<file path="config.mk">
export PLATFORM = sky130hd
export DESIGN_NAME = minstd_random_range_flat
export DESIGN_NICKNAME = d
export VERILOG_FILES = /design/src/rtl/mrr_pkg.sv /design/src/rtl/mrr_if.sv /design/src/rtl/mrr_div.sv /design/src/rtl/minstd_random_range.sv /design/src/flat_wrapper.sv
export SDC_FILE = /design/constraint.sdc
export NUM_CORES = 2
export LEC_CHECK = 0
export BUFFER_PORTS_ARGS = -buffer_cell sky130_fd_sc_hd__buf_2
export CAP_MARGIN = 20
export CORE_UTILIZATION = 49
export CTS_CLUSTER_DIAMETER = 60
export DETAILED_ROUTE_END_ITERATION = 16
export HOLD_SLACK_MARGIN = 0.02
export PLACE_DENSITY_LB_ADDON = 0.3
export SKIP_CTS_REPAIR_TIMING = 1
export SYNTH_ARGS = -nofsm -noshare
export SYNTH_HDL_FRONTEND = slang
export SYNTH_SLANG_ARGS = --single-unit
</file>
<file path="constraint.sdc">
create_clock -name i_clk -period 23.7 [get_ports i_clk]
set_clock_uncertainty 0.15 [all_clocks]
set_input_delay 1.185 -clock i_clk [delete_from_list [all_inputs] [get_ports i_clk]]
set_output_delay 1.185 -clock i_clk [all_outputs]
set_load 0.1 [all_outputs]
</file>
<file path="src/rtl/mrr_pkg.sv">
// shared types and constants for the minimal-standard random range block
package mrr_pkg;

    localparam int unsigned DATA_W = 32;
    localparam int unsigned DIV_W  = 33;
    localparam int unsigned ADDR_W = 3;

    localparam logic [14:0] MUL_A = 15'd16807;
    localparam logic [16:0] SCH_Q = 17'd127773;
    localparam logic [11:0] SCH_R = 12'd2836;

    // floor(2^47 / SCH_Q), quotient estimate is at most one short
    localparam logic [30:0] SCH_RECIP = 31'd1101465007;

    localparam logic REG_SEED = 1'b0;

    typedef enum logic [3:0] {
        ST_IDLE,
        ST_QEST,
        ST_QREM,
        ST_QFIX,
        ST_MUL,
        ST_SUB,
        ST_MOD_START,
        ST_DIVM,
        ST_OUT
    } t_state;

    typedef struct packed {
        logic busy;
        logic done;
    } t_div_stat;

endpackage

</file>
<file path="src/rtl/mrr_if.sv">
// request and result channel interfaces
interface mrr_req_if;
    logic                valid;
    logic                ready;
    logic signed [31:0]  bound_a;
    logic signed [31:0]  bound_b;

    modport source (output valid, output bound_a, output bound_b, input ready);
    modport sink   (input valid, input bound_a, input bound_b, output ready);
endinterface

interface mrr_rsp_if;
    logic                valid;
    logic                ready;
    logic signed [31:0]  value;

    modport source (output valid, output value, input ready);
    modport sink   (input valid, input value, output ready);
endinterface

</file>
<file path="src/rtl/mrr_div.sv">
// restoring divider, one quotient bit per cycle
module mrr_div (
    input  logic                          i_clk,
    input  logic                          i_rst_n,
    input  logic                          i_start,
    input  logic [mrr_pkg::DIV_W-1:0]     i_dividend,
    input  logic [mrr_pkg::DIV_W-1:0]     i_divisor,
    output mrr_pkg::t_div_stat            o_stat,
    output logic [mrr_pkg::DIV_W-1:0]     o_remainder
);

    localparam logic [5:0] DIV_STEPS = 6'(mrr_pkg::DIV_W);

    logic [5:0]                  r_cnt;
    logic                        r_done;
    logic [mrr_pkg::DIV_W-1:0]   r_acc;
    logic [mrr_pkg::DIV_W-1:0]   r_quo;
    logic [mrr_pkg::DIV_W-1:0]   r_dvs;
    logic [mrr_pkg::DIV_W:0]     w_trial;
    logic                        w_ge;

    assign w_trial = {r_acc, r_quo[mrr_pkg::DIV_W-1]} - {1'b0, r_dvs};
    assign w_ge    = ~w_trial[mrr_pkg::DIV_W];

    always_ff @(posedge i_clk) begin
        if (!i_rst_n) begin
            r_cnt  <= '0;
            r_done <= 1'b0;
        end else begin
            r_done <= 1'b0;
            if (i_start) begin
                r_cnt <= DIV_STEPS;
            end else if (r_cnt != '0) begin
                r_cnt  <= r_cnt - 6'd1;
                r_done <= (r_cnt == 6'd1);
            end
        end
    end

    always_ff @(posedge i_clk) begin
        if (i_start) begin
            r_acc <= '0;
            r_quo <= i_dividend;
            r_dvs <= i_divisor;
        end else if (r_cnt != '0) begin
            if (w_ge) begin
                r_acc <= w_trial[mrr_pkg::DIV_W-1:0];
            end else begin
                r_acc <= {r_acc[mrr_pkg::DIV_W-2:0], r_quo[mrr_pkg::DIV_W-1]};
            end
            r_quo <= {r_quo[mrr_pkg::DIV_W-2:0], w_ge};
        end
    end

    assign o_stat.busy  = (r_cnt != '0);
    assign o_stat.done  = r_done;
    assign o_remainder  = r_acc;

endmodule

</file>
<file path="src/rtl/minstd_random_range.sv">
// top level: minimal-standard generator returning a value between two bounds
//
// usage: write the seed register over the apb-style port (byte address 0) to
// load the generator state; it reads back the last seed written. each request
// on i_req carries bound_a and bound_b in either order, and one result on
// o_rsp carries a value between them, inclusive.
// one request is worked at a time. i_req.ready is high while the sequencer
// is idle, and the next request can be taken as soon as a result is shown.
// each request runs the schrage step (reciprocal multiply, remainder, one
// correction, products, difference) and then the modulo by the span on the
// 33-step divider, with hand-offs between them.
// the result sits in an output register, so a request is taken while an
// earlier result waits; if the receiver still stalls when the next result
// is ready, the sequencer holds until the register frees.
// reset (synchronous, active low) sets seed and state to 1 and empties the
// output register.
module minstd_random_range (
    input  logic                          i_clk,
    input  logic                          i_rst_n,
    mrr_req_if.sink                       i_req,
    mrr_rsp_if.source                     o_rsp,
    input  logic                          psel,
    input  logic                          penable,
    input  logic                          pwrite,
    input  logic [mrr_pkg::ADDR_W-1:0]    paddr,
    input  logic [mrr_pkg::DATA_W-1:0]    pwdata,
    output logic [mrr_pkg::DATA_W-1:0]    prdata,
    output logic                          pready
);

    mrr_pkg::t_state                r_state;
    mrr_pkg::t_state                n_state;

    logic [mrr_pkg::DATA_W-1:0]     r_seed;
    logic [mrr_pkg::DATA_W-1:0]     r_gen;
    logic [mrr_pkg::DATA_W-1:0]     r_lo;
    logic [mrr_pkg::DIV_W-1:0]      r_span;
    logic [15:0]                    r_q;
    logic [17:0]                    r_r;
    logic signed [33:0]             r_p1;
    logic signed [29:0]             r_p2;
    logic                           r_out_valid;
    logic [mrr_pkg::DATA_W-1:0]     r_out_value;

    logic                           w_cfg_wr;
    logic                           w_accept;
    logic                           w_out_free;
    logic                           w_out_load;
    logic                           w_div_start;
    logic [mrr_pkg::DIV_W-1:0]      w_div_dividend;
    logic [mrr_pkg::DIV_W-1:0]      w_div_divisor;
    mrr_pkg::t_div_stat             w_div_stat;
    logic [mrr_pkg::DIV_W-1:0]      w_div_rem;

    logic [mrr_pkg::DIV_W-1:0]      w_gen_ext;
    logic [mrr_pkg::DATA_W-1:0]     w_s_mag;
    logic [62:0]                    w_q_prod;
    logic [32:0]                    w_q_back;
    logic [mrr_pkg::DATA_W-1:0]     w_r_diff;
    logic                           w_r_ge_q;
    logic signed [17:0]             w_rem_s;
    logic signed [16:0]             w_quo_s;
    logic signed [33:0]             w_next;
    logic [mrr_pkg::DIV_W-1:0]      w_gm1;
    logic [mrr_pkg::DIV_W-1:0]      w_r_mag;
    logic                           w_a_le_b;
    logic [mrr_pkg::DATA_W-1:0]     w_lo;
    logic [mrr_pkg::DATA_W-1:0]     w_hi;
    logic [mrr_pkg::DIV_W-1:0]      w_span;

    // config port
    assign pready   = 1'b1;
    assign w_cfg_wr = psel & penable & pwrite & pready & (paddr[2] == mrr_pkg::REG_SEED);
    assign prdata   = (paddr[2] == mrr_pkg::REG_SEED) ? r_seed : '0;

    // datapath terms
    assign w_gen_ext = {r_gen[31], r_gen};
    assign w_s_mag   = r_gen[31] ? (32'd0 - r_gen) : r_gen;
    // schrage quotient by reciprocal multiply, then one remainder correction
    assign w_q_prod  = w_s_mag * mrr_pkg::SCH_RECIP;
    assign w_q_back  = r_q * mrr_pkg::SCH_Q;
    assign w_r_diff  = w_s_mag - w_q_back[31:0];
    assign w_r_ge_q  = (r_r >= {1'b0, mrr_pkg::SCH_Q});
    assign w_rem_s   = r_gen[31] ? -$signed({1'b0, r_r[16:0]})
                                 :  $signed({1'b0, r_r[16:0]});
    assign w_quo_s   = r_gen[31] ? -$signed({1'b0, r_q})
                                 :  $signed({1'b0, r_q});
    assign w_next    = r_p1 - 34'(r_p2);
    assign w_gm1     = w_gen_ext - 33'd1;
    assign w_r_mag   = w_gm1[32] ? (33'd0 - w_gm1) : w_gm1;

    assign w_a_le_b  = ($signed(i_req.bound_a) <= $signed(i_req.bound_b));
    assign w_lo      = w_a_le_b ? i_req.bound_a : i_req.bound_b;
    assign w_hi      = w_a_le_b ? i_req.bound_b : i_req.bound_a;
    assign w_span    = {w_hi[31], w_hi} - {w_lo[31], w_lo} + 33'd1;

    assign w_out_free = ~r_out_valid | o_rsp.ready;

    assign w_div_dividend = w_r_mag;
    assign w_div_divisor  = r_span;

    // next state
    always_comb begin
        n_state = r_state;
        unique case (r_state)
            mrr_pkg::ST_IDLE: begin
                if (w_accept) begin
                    n_state = mrr_pkg::ST_QEST;
                end
            end
            mrr_pkg::ST_QEST: begin
                n_state = mrr_pkg::ST_QREM;
            end
            mrr_pkg::ST_QREM: begin
                n_state = mrr_pkg::ST_QFIX;
            end
            mrr_pkg::ST_QFIX: begin
                n_state = mrr_pkg::ST_MUL;
            end
            mrr_pkg::ST_MUL: begin
                n_state = mrr_pkg::ST_SUB;
            end
            mrr_pkg::ST_SUB: begin
                n_state = mrr_pkg::ST_MOD_START;
            end
            mrr_pkg::ST_MOD_START: begin
                n_state = mrr_pkg::ST_DIVM;
            end
            mrr_pkg::ST_DIVM: begin
                if (w_div_stat.done) begin
                    n_state = mrr_pkg::ST_OUT;
                end
            end
            mrr_pkg::ST_OUT: begin
                if (w_out_free) begin
                    n_state = mrr_pkg::ST_IDLE;
                end
            end
            default: begin
                n_state = mrr_pkg::ST_IDLE;
            end
        endcase
    end

    // sequencer outputs
    always_comb begin
        i_req.ready    = 1'b0;
        w_div_start    = 1'b0;
        w_out_load     = 1'b0;
        unique case (r_state)
            mrr_pkg::ST_IDLE: begin
                i_req.ready = ~w_div_stat.busy;
            end
            mrr_pkg::ST_MOD_START: begin
                w_div_start = 1'b1;
            end
            mrr_pkg::ST_OUT: begin
                w_out_load = w_out_free;
            end
            default: begin
                w_div_start = 1'b0;
            end
        endcase
    end

    assign w_accept = i_req.valid & i_req.ready;

    always_ff @(posedge i_clk) begin
        if (!i_rst_n) begin
            r_state     <= mrr_pkg::ST_IDLE;
            r_seed      <= 32'd1;
            r_gen       <= 32'd1;
            r_out_valid <= 1'b0;
        end else begin
            r_state <= n_state;
            if (w_cfg_wr) begin
                r_seed <= pwdata;
                r_gen  <= pwdata;
            end else if (r_state == mrr_pkg::ST_SUB) begin
                r_gen <= w_next[31:0];
            end
            if (w_out_load) begin
                r_out_valid <= 1'b1;
            end else if (o_rsp.ready) begin
                r_out_valid <= 1'b0;
            end
        end
    end

    always_ff @(posedge i_clk) begin
        if (w_accept) begin
            r_lo   <= w_lo;
            r_span <= w_span;
        end
        if (r_state == mrr_pkg::ST_QEST) begin
            r_q <= w_q_prod[62:47];
        end else if ((r_state == mrr_pkg::ST_QFIX) && w_r_ge_q) begin
            r_q <= r_q + 16'd1;
        end
        if (r_state == mrr_pkg::ST_QREM) begin
            r_r <= w_r_diff[17:0];
        end else if ((r_state == mrr_pkg::ST_QFIX) && w_r_ge_q) begin
            r_r <= r_r - {1'b0, mrr_pkg::SCH_Q};
        end
        if (r_state == mrr_pkg::ST_MUL) begin
            r_p1 <= $signed({1'b0, mrr_pkg::MUL_A}) * w_rem_s;
            r_p2 <= $signed({1'b0, mrr_pkg::SCH_R}) * w_quo_s;
        end
        if (w_out_load) begin
            r_out_value <= r_lo + w_div_rem[31:0];
        end
    end

    assign o_rsp.valid = r_out_valid;
    assign o_rsp.value = r_out_value;

    mrr_div u_div (
        .i_clk       (i_clk),
        .i_rst_n     (i_rst_n),
        .i_start     (w_div_start),
        .i_dividend  (w_div_dividend),
        .i_divisor   (w_div_divisor),
        .o_stat      (w_div_stat),
        .o_remainder (w_div_rem)
    );

endmodule
</file>
<file path="src/flat_wrapper.sv">
// flat-port wrapper written by rule: the top's interface ports become plain ports
module minstd_random_range_flat 
  (i_clk, i_rst_n, psel, penable, pwrite, paddr, pwdata, prdata, pready, i_req_valid, i_req_bound_a, i_req_bound_b, i_req_ready, o_rsp_valid, o_rsp_value, o_rsp_ready);
  mrr_req_if i_req_i ();
  mrr_rsp_if o_rsp_i ();
  input  logic i_clk;
  input  logic i_rst_n;
  input  logic psel;
  input  logic penable;
  input  logic pwrite;
  input  logic [mrr_pkg::ADDR_W-1:0] paddr;
  input  logic [mrr_pkg::DATA_W-1:0] pwdata;
  output logic [mrr_pkg::DATA_W-1:0] prdata;
  output logic pready;
  input wire logic [$bits(i_req_i.valid)-1:0] i_req_valid;
  input wire logic [$bits(i_req_i.bound_a)-1:0] i_req_bound_a;
  input wire logic [$bits(i_req_i.bound_b)-1:0] i_req_bound_b;
  output wire logic [$bits(i_req_i.ready)-1:0] i_req_ready;
  output wire logic [$bits(o_rsp_i.valid)-1:0] o_rsp_valid;
  output wire logic [$bits(o_rsp_i.value)-1:0] o_rsp_value;
  input wire logic [$bits(o_rsp_i.ready)-1:0] o_rsp_ready;
  assign i_req_i.valid = i_req_valid;
  assign i_req_i.bound_a = i_req_bound_a;
  assign i_req_i.bound_b = i_req_bound_b;
  assign i_req_ready = i_req_i.ready;
  assign o_rsp_valid = o_rsp_i.valid;
  assign o_rsp_value = o_rsp_i.value;
  assign o_rsp_i.ready = o_rsp_ready;
  minstd_random_range u_core (.i_clk(i_clk), .i_rst_n(i_rst_n), .i_req(i_req_i), .o_rsp(o_rsp_i), .psel(psel), .penable(penable), .pwrite(pwrite), .paddr(paddr), .pwdata(pwdata), .prdata(prdata), .pready(pready));
endmodule
</file>
---- After elaboration in Yosys (flattened, before gate mapping) ----
Index checks and enable logic that the tools add are counted.
operators by class
  add/subtract/negate cells ............... 14
  $mul .................................... 4
  order comparisons ....................... 2
  equality and inequality tests ........... 12
  multiplexer cells ....................... 27
  bitwise gates (word level) .............. 10
  reduce and logical (&&, ||, !) cells .... 11
operators by type and width
  kind                    number
  $mux 32                 6
  $mux 33                 4
  $mul 32x31->63 const B  1
  $mux 18                 3
  $pmux 4 s9              1
  $sub 34x33->34          1
  $add 33x1->33 const B   1
  $sub 1x33->33 const A   1
  $sub 32x2->33 const B   1
  $sub 32x32->33          1
  $add 32x32->32          1
  $le 32x32->1            1
  $mul 16x18->32 const A  1
  $mux 16                 2
  $sub 1x32->32 const A   1
  $sub 32x30->32          1
  $mul 11x17->28 const A  1
  $ge 18x17->1 const B    1
  $mul 16x17->18 const B  1
  $neg 17->18             1
  $sub 18x17->18 const B  1
  $sub 18x18->18          1
  $mux 17                 1
  $neg 16->17             1
  other kinds (22)        45
storage, ports and cells
  register bits ........................... 366
  input bits .............................. 106
  logic and storage cells ................. 97

---- Depth between registers and ports, before layout ----
  depth after elaboration ................. 6
  mapped depth ............................ 34

---- Cells and area by module ----
A second synthesis with hierarchy kept.
second synthesis, totals
  cell total of the unflattened synthesis .. 5394
  area, all modules ....................... 51369.3 µm²
by module, submodules not included
  module               instances  cells an instance  area each (µm²)
  minstd_random_range  1          4801               45185.8
  mrr_div              1          593                6183.4

---- Worst setup path before layout ----
No wires, ideal clock.
  path type ............................... reg2reg
  start point ............................. register u_core.r_gen[0] (netlist name)
  end point ............................... register u_core.r_q[12] (data pin)
  arrival ................................. 8.620 ns
  required time ........................... 23.287 ns
  path slack .............................. 14.667 ns
  stages on the path, launching flop included .. 32
  path buffers ............................ 2
  cells stage by stage .................... dfxtp_1 -> clkbuf_1 -> inv_1 -> ha_1 -> or3b_4 -> buf_6 -> nor2_1 -> nand2_1 -> o21ai_0 -> xnor2_1 -> inv_1 -> fa_1 -> fa_1 -> fa_1 -> inv_1 -> fa_1 -> fa_1 -> fa_1 -> inv_1 -> fa_1 -> inv_1 -> ha_1 -> nand4_1 -> nor3_1 -> nand2_1 -> nor4_1 -> a32oi_1 -> a21boi_0 -> a211oi_1 -> o21bai_1 -> and4_1 -> nor3_1
between the ends
  longest elaborated chain between the ends .. 4
ends and longest elaborated chain
  element                 RTL line                    text
  from (decl)             minstd_random_range.sv:35   logic [mrr_pkg::DATA_W-1:0] r_gen;
  from (signal assigned)  minstd_random_range.sv:178  r_gen <= pwdata;
  from (signal assigned)  minstd_random_range.sv:180  r_gen <= w_next[31:0];
  $sub 1x32->32           minstd_random_range.sv:78   assign w_s_mag = r_gen[31] ? (32'd0 - r_gen) : r_gen;
  $mux 32 *               minstd_random_range.sv:78
  $mul 32x31->63 *        minstd_random_range.sv:80   assign w_q_prod = w_s_mag * mrr_pkg::SCH_RECIP;
  $mux 16 *               minstd_random_range.sv:195  if (r_state == mrr_pkg::ST_QEST) begin
  to (signal assigned)    minstd_random_range.sv:196  r_q <= w_q_prod[62:47];
  to (signal assigned)    minstd_random_range.sv:198  r_q <= r_q + 16'd1;
  to (decl)               minstd_random_range.sv:38   logic [15:0] r_q;
Every way passes the cells marked *; elsewhere a longest branch is shown, timed or not.
A chain may end at the register's enable or synchronous reset.

---- Final worst setup path ----
Ends and elaborated chain as after synthesis.

==> implementation parameters <==
Parameter                              Value

Critical path
  Start-to-end type of the worst setup path    register to register
  Worst path slowest cell    sky130_fd_sc_hd__fa_1
  Startpoint type of the worst setup path    register
  Cell seen most often among critical-path stages    sky130_fd_sc_hd__fa_1
  R2R setup slack    12.65 ns
  Critical Path End Type    register
  Start of the worst register-to-register path    u_core.r_gen[0]
  Worst R2R Path Depth    30
  Capture point of the worst path    u_core.r_q[12]
  CP required    24.03 ns
  Reg-to-reg critical path endpoint    u_core.r_q[12]
  CP delay by family, top    adder cells
  CP max FO    23
  Number of stages on the worst setup path    30
  Critical path origin    u_core.r_gen[0]
  Count of buffering cells on the critical path with inverters included    6
  Worst endpoint data arrival time    between 10 and 15 ns
  Peak per-stage delay on the critical path    around 0.75 ns

Logic synthesis
  Flip-flop and latch count after synthesis    around 370
  Combined area of all synthesized cells    between 50000 and 60000 sq um
  Average cell area after synthesis    ~9.4 sq um
  Synth warnings    0
  Sequential cell area fraction in the yosys report    between 10% and 20%
  Post-Syn Instances    5384
  Net count after synthesis    6891
  Count of cell types in the netlist    98
  Number of enable flip-flop cells after synthesis    about 260
  Leading cell types by total area after synthesis    sky130_fd_sc_hd__ha_1, sky130_fd_sc_hd__fa_1, sky130_fd_sc_hd__edfxtp_1
  Area share of the leading cell type in the synthesized netlist    between 20 and 25%
  Cell taking the most area after synthesis    sky130_fd_sc_hd__ha_1
  Proportion of register bits with asynchronous set or reset after synthesis    0%
  Primary FF master, synth    sky130_fd_sc_hd__edfxtp_1

Layout
  Highest-count cells in the layout ignoring fill and taps    sky130_fd_sc_hd__inv_1, sky130_fd_sc_hd__ha_1, sky130_fd_sc_hd__fa_1
  Fraction of layout cells with a size suffix above 1    between 6 and 7%
  Most common library cell in the layout ignoring fill and taps    sky130_fd_sc_hd__inv_1
  Area Growth Syn to Fin    8.83%
  Final Net Count    around 7000

STA
  Final worst path period need    approximately 11 ns
  Sum of negative setup slack    0 ns
  Worst max-slew margin expressed relative to the limit    20.8%
  Slew Limit Fails    0
  Final count of hold timing violations    0
  Final Cycle Share    between 40% and 50%
  Fmax    approximately 91 MHz
  Setup repair after global routing missed its margin    no
  Final setup margin    roughly 13 ns
  Number of failing setup endpoints in the final timing report    0
  Actual slew at the worst max-slew pin    1.17 ns

Global routing
  Busiest layer in global routing    met2
  GRT met1 Usage    between 30% and 40%
  Global-route congestion overflow total    0
  Initial antenna violation count    7
  GRT Resource Usage Total    between 20 and 30%
  Met3 track demand over resource in global routing    between 3 and 4%
  Vias in the first global route    around 38000
  GR Layer Usage met2    roughly two fifths
  Global-route wire length before repair    ~210 mm
  Maximum number of pins on one net before global-route repair    94

Floorplan
  Vertical die dimension    roughly 320 microns
  I/O pin total    173
  Chip width    roughly 320 microns
  Effective utilization at floorplan    49.7%
  DIE AREA    ~100000 sq um
  Core area    102000 sq um
  Row cnt    117

Clocking
  Reg clk slew, reported paths    0.06 ns
  Number of clock sinks    approximately 370
  Max Buffers Root-to-Sink    3
  TritonCTS clock tree    yes
  # H-tree levels    2
  Total CTS buffers    52
  Insertion delay of the later-clocked pin in the worst-skew pair    about 0.65 ns
  Library cell used as clock root buffer    sky130_fd_sc_hd__clkbuf_16

Detailed routing
  Detailed Routing Iterations Pass 1    6
  Routed wirelength normalized by instance count    about 19 microns
  Remaining antenna violation count after routing    0
  DRT Wirelength    131 mm
  Number of vias after detailed routing    between 30000 and 40000
  Per-cell via count in the routed design    5.43
  # DRC    0
  DRC violation total after the first TritonRoute iteration    around 2500

Placement
  Placer congestion estimate    between 0.9 and 1
  Port buffer count    about 170
  Worst slack at placement    roughly 13 ns
  Final HPWL from detailed placement    108 mm

Worst hold path
  Min-delay worst type    register to register
  Hold Path Cell Cnt    0

Outcome
  Status    completed

Run
  Max-cap violation count    0
cell usage after synthesis, types with 46 or more instances:
cell	n
sky130_fd_sc_hd__inv_1	1050
sky130_fd_sc_hd__ha_1	884
sky130_fd_sc_hd__fa_1	517
sky130_fd_sc_hd__nand2_1	401
sky130_fd_sc_hd__xnor2_1	282
sky130_fd_sc_hd__o21ai_0	258
sky130_fd_sc_hd__edfxtp_1	257
sky130_fd_sc_hd__a21oi_1	242
sky130_fd_sc_hd__nor2_1	190
sky130_fd_sc_hd__a21o_1	111
sky130_fd_sc_hd__dfxtp_1	109
sky130_fd_sc_hd__xor2_1	105
sky130_fd_sc_hd__clkbuf_1	95
sky130_fd_sc_hd__nor3_1	71
sky130_fd_sc_hd__nand3_1	61
sky130_fd_sc_hd__nor2b_1	61
sky130_fd_sc_hd__nand2b_1	52
sky130_fd_sc_hd__a31oi_1	48
sky130_fd_sc_hd__a21boi_0	46
cell type report:
type,count,area [sq um]
tap,1368,1710
clock buffer,66,1480
timing repair buffer,216,1210
antenna,4,10.0
fill,9190,47000
clock inverter,32,474
sequential,366,9900
inverter,1054,3960
multi-input combinational,3849,36500
per-layer routing:
metal | wire length [microns] | up-vias
met5 | 27 | -
li1 | - | 18300
met1 | 59800 | 18200
met2 | 57900 | 1111
met3 | 9020 | 215
met4 | 4120 | 4
sequential cells by signal (all words and copies together), names as in the netlist:
register                  cells
u_core.r_state                4
u_core.r_gen                 32
u_core.r_p2                  28
u_core.u_div.o_remainder     33
u_core.r_lo                  32
u_core.r_r                   18
u_core.u_div.r_quo           33
u_core.r_q                   16
u_core.r_seed                32
u_core.o_rsp.valid            1
u_core.r_p1                  32
u_core.o_rsp.value           32
u_core.u_div.r_dvs           33
u_core.r_span                33
u_core.u_div.r_done           1
u_core.u_div.r_cnt            6
how the worst min path moves through the flow:
| stage | slack, ns | from | end |
|---|---|---|---|
| global route | 0.27 | u_core.r_span[16] | u_core.u_div.r_dvs[16] |
| floorplan | 0.25 | u_core.r_span[0] | u_core.u_div.r_dvs[0] |
| global placement | 0.25 | u_core.r_span[32] | u_core.u_div.r_dvs[32] |
| CTS | 0.26 | u_core.r_span[9] | u_core.u_div.r_dvs[9] |
| detailed placement | 0.25 | u_core.r_span[10] | u_core.u_div.r_dvs[10] |
| finish | 0.26 | u_core.r_span[14] | u_core.u_div.r_dvs[14] |
through the flow:
step	cells	hold slack (ns)	area (sq um)	utilization, %
2_1_floorplan	5384	0.250	50700	-
3_3_place_gp	6850	0.250	53200	52.1
3_5_place_dp	6850	0.255	53200	52.1
4_1_cts	6948	0.263	55200	54.0
5_1_grt	6954	0.269	55200	54.0
6_report	6955	0.256	55200	54.0
cell families after synthesis:
logic type                 Yosys count  share of synthesized area (%)
muxes                               33                          0.666
AOI/OAI and AO/OA                  982                           12.2
buffers and inverters             1169                           8.71
xor gates and xnor gates           387                           6.68
and+or+nand+nor                   1045                           10.0
DFF                                366                           19.5
other                                1                        0.00739
adders and majority gates         1401                           42.2
Power is not shown: default switching activity piles up to over one toggle a cycle in this logic, so the estimate is an artifact.
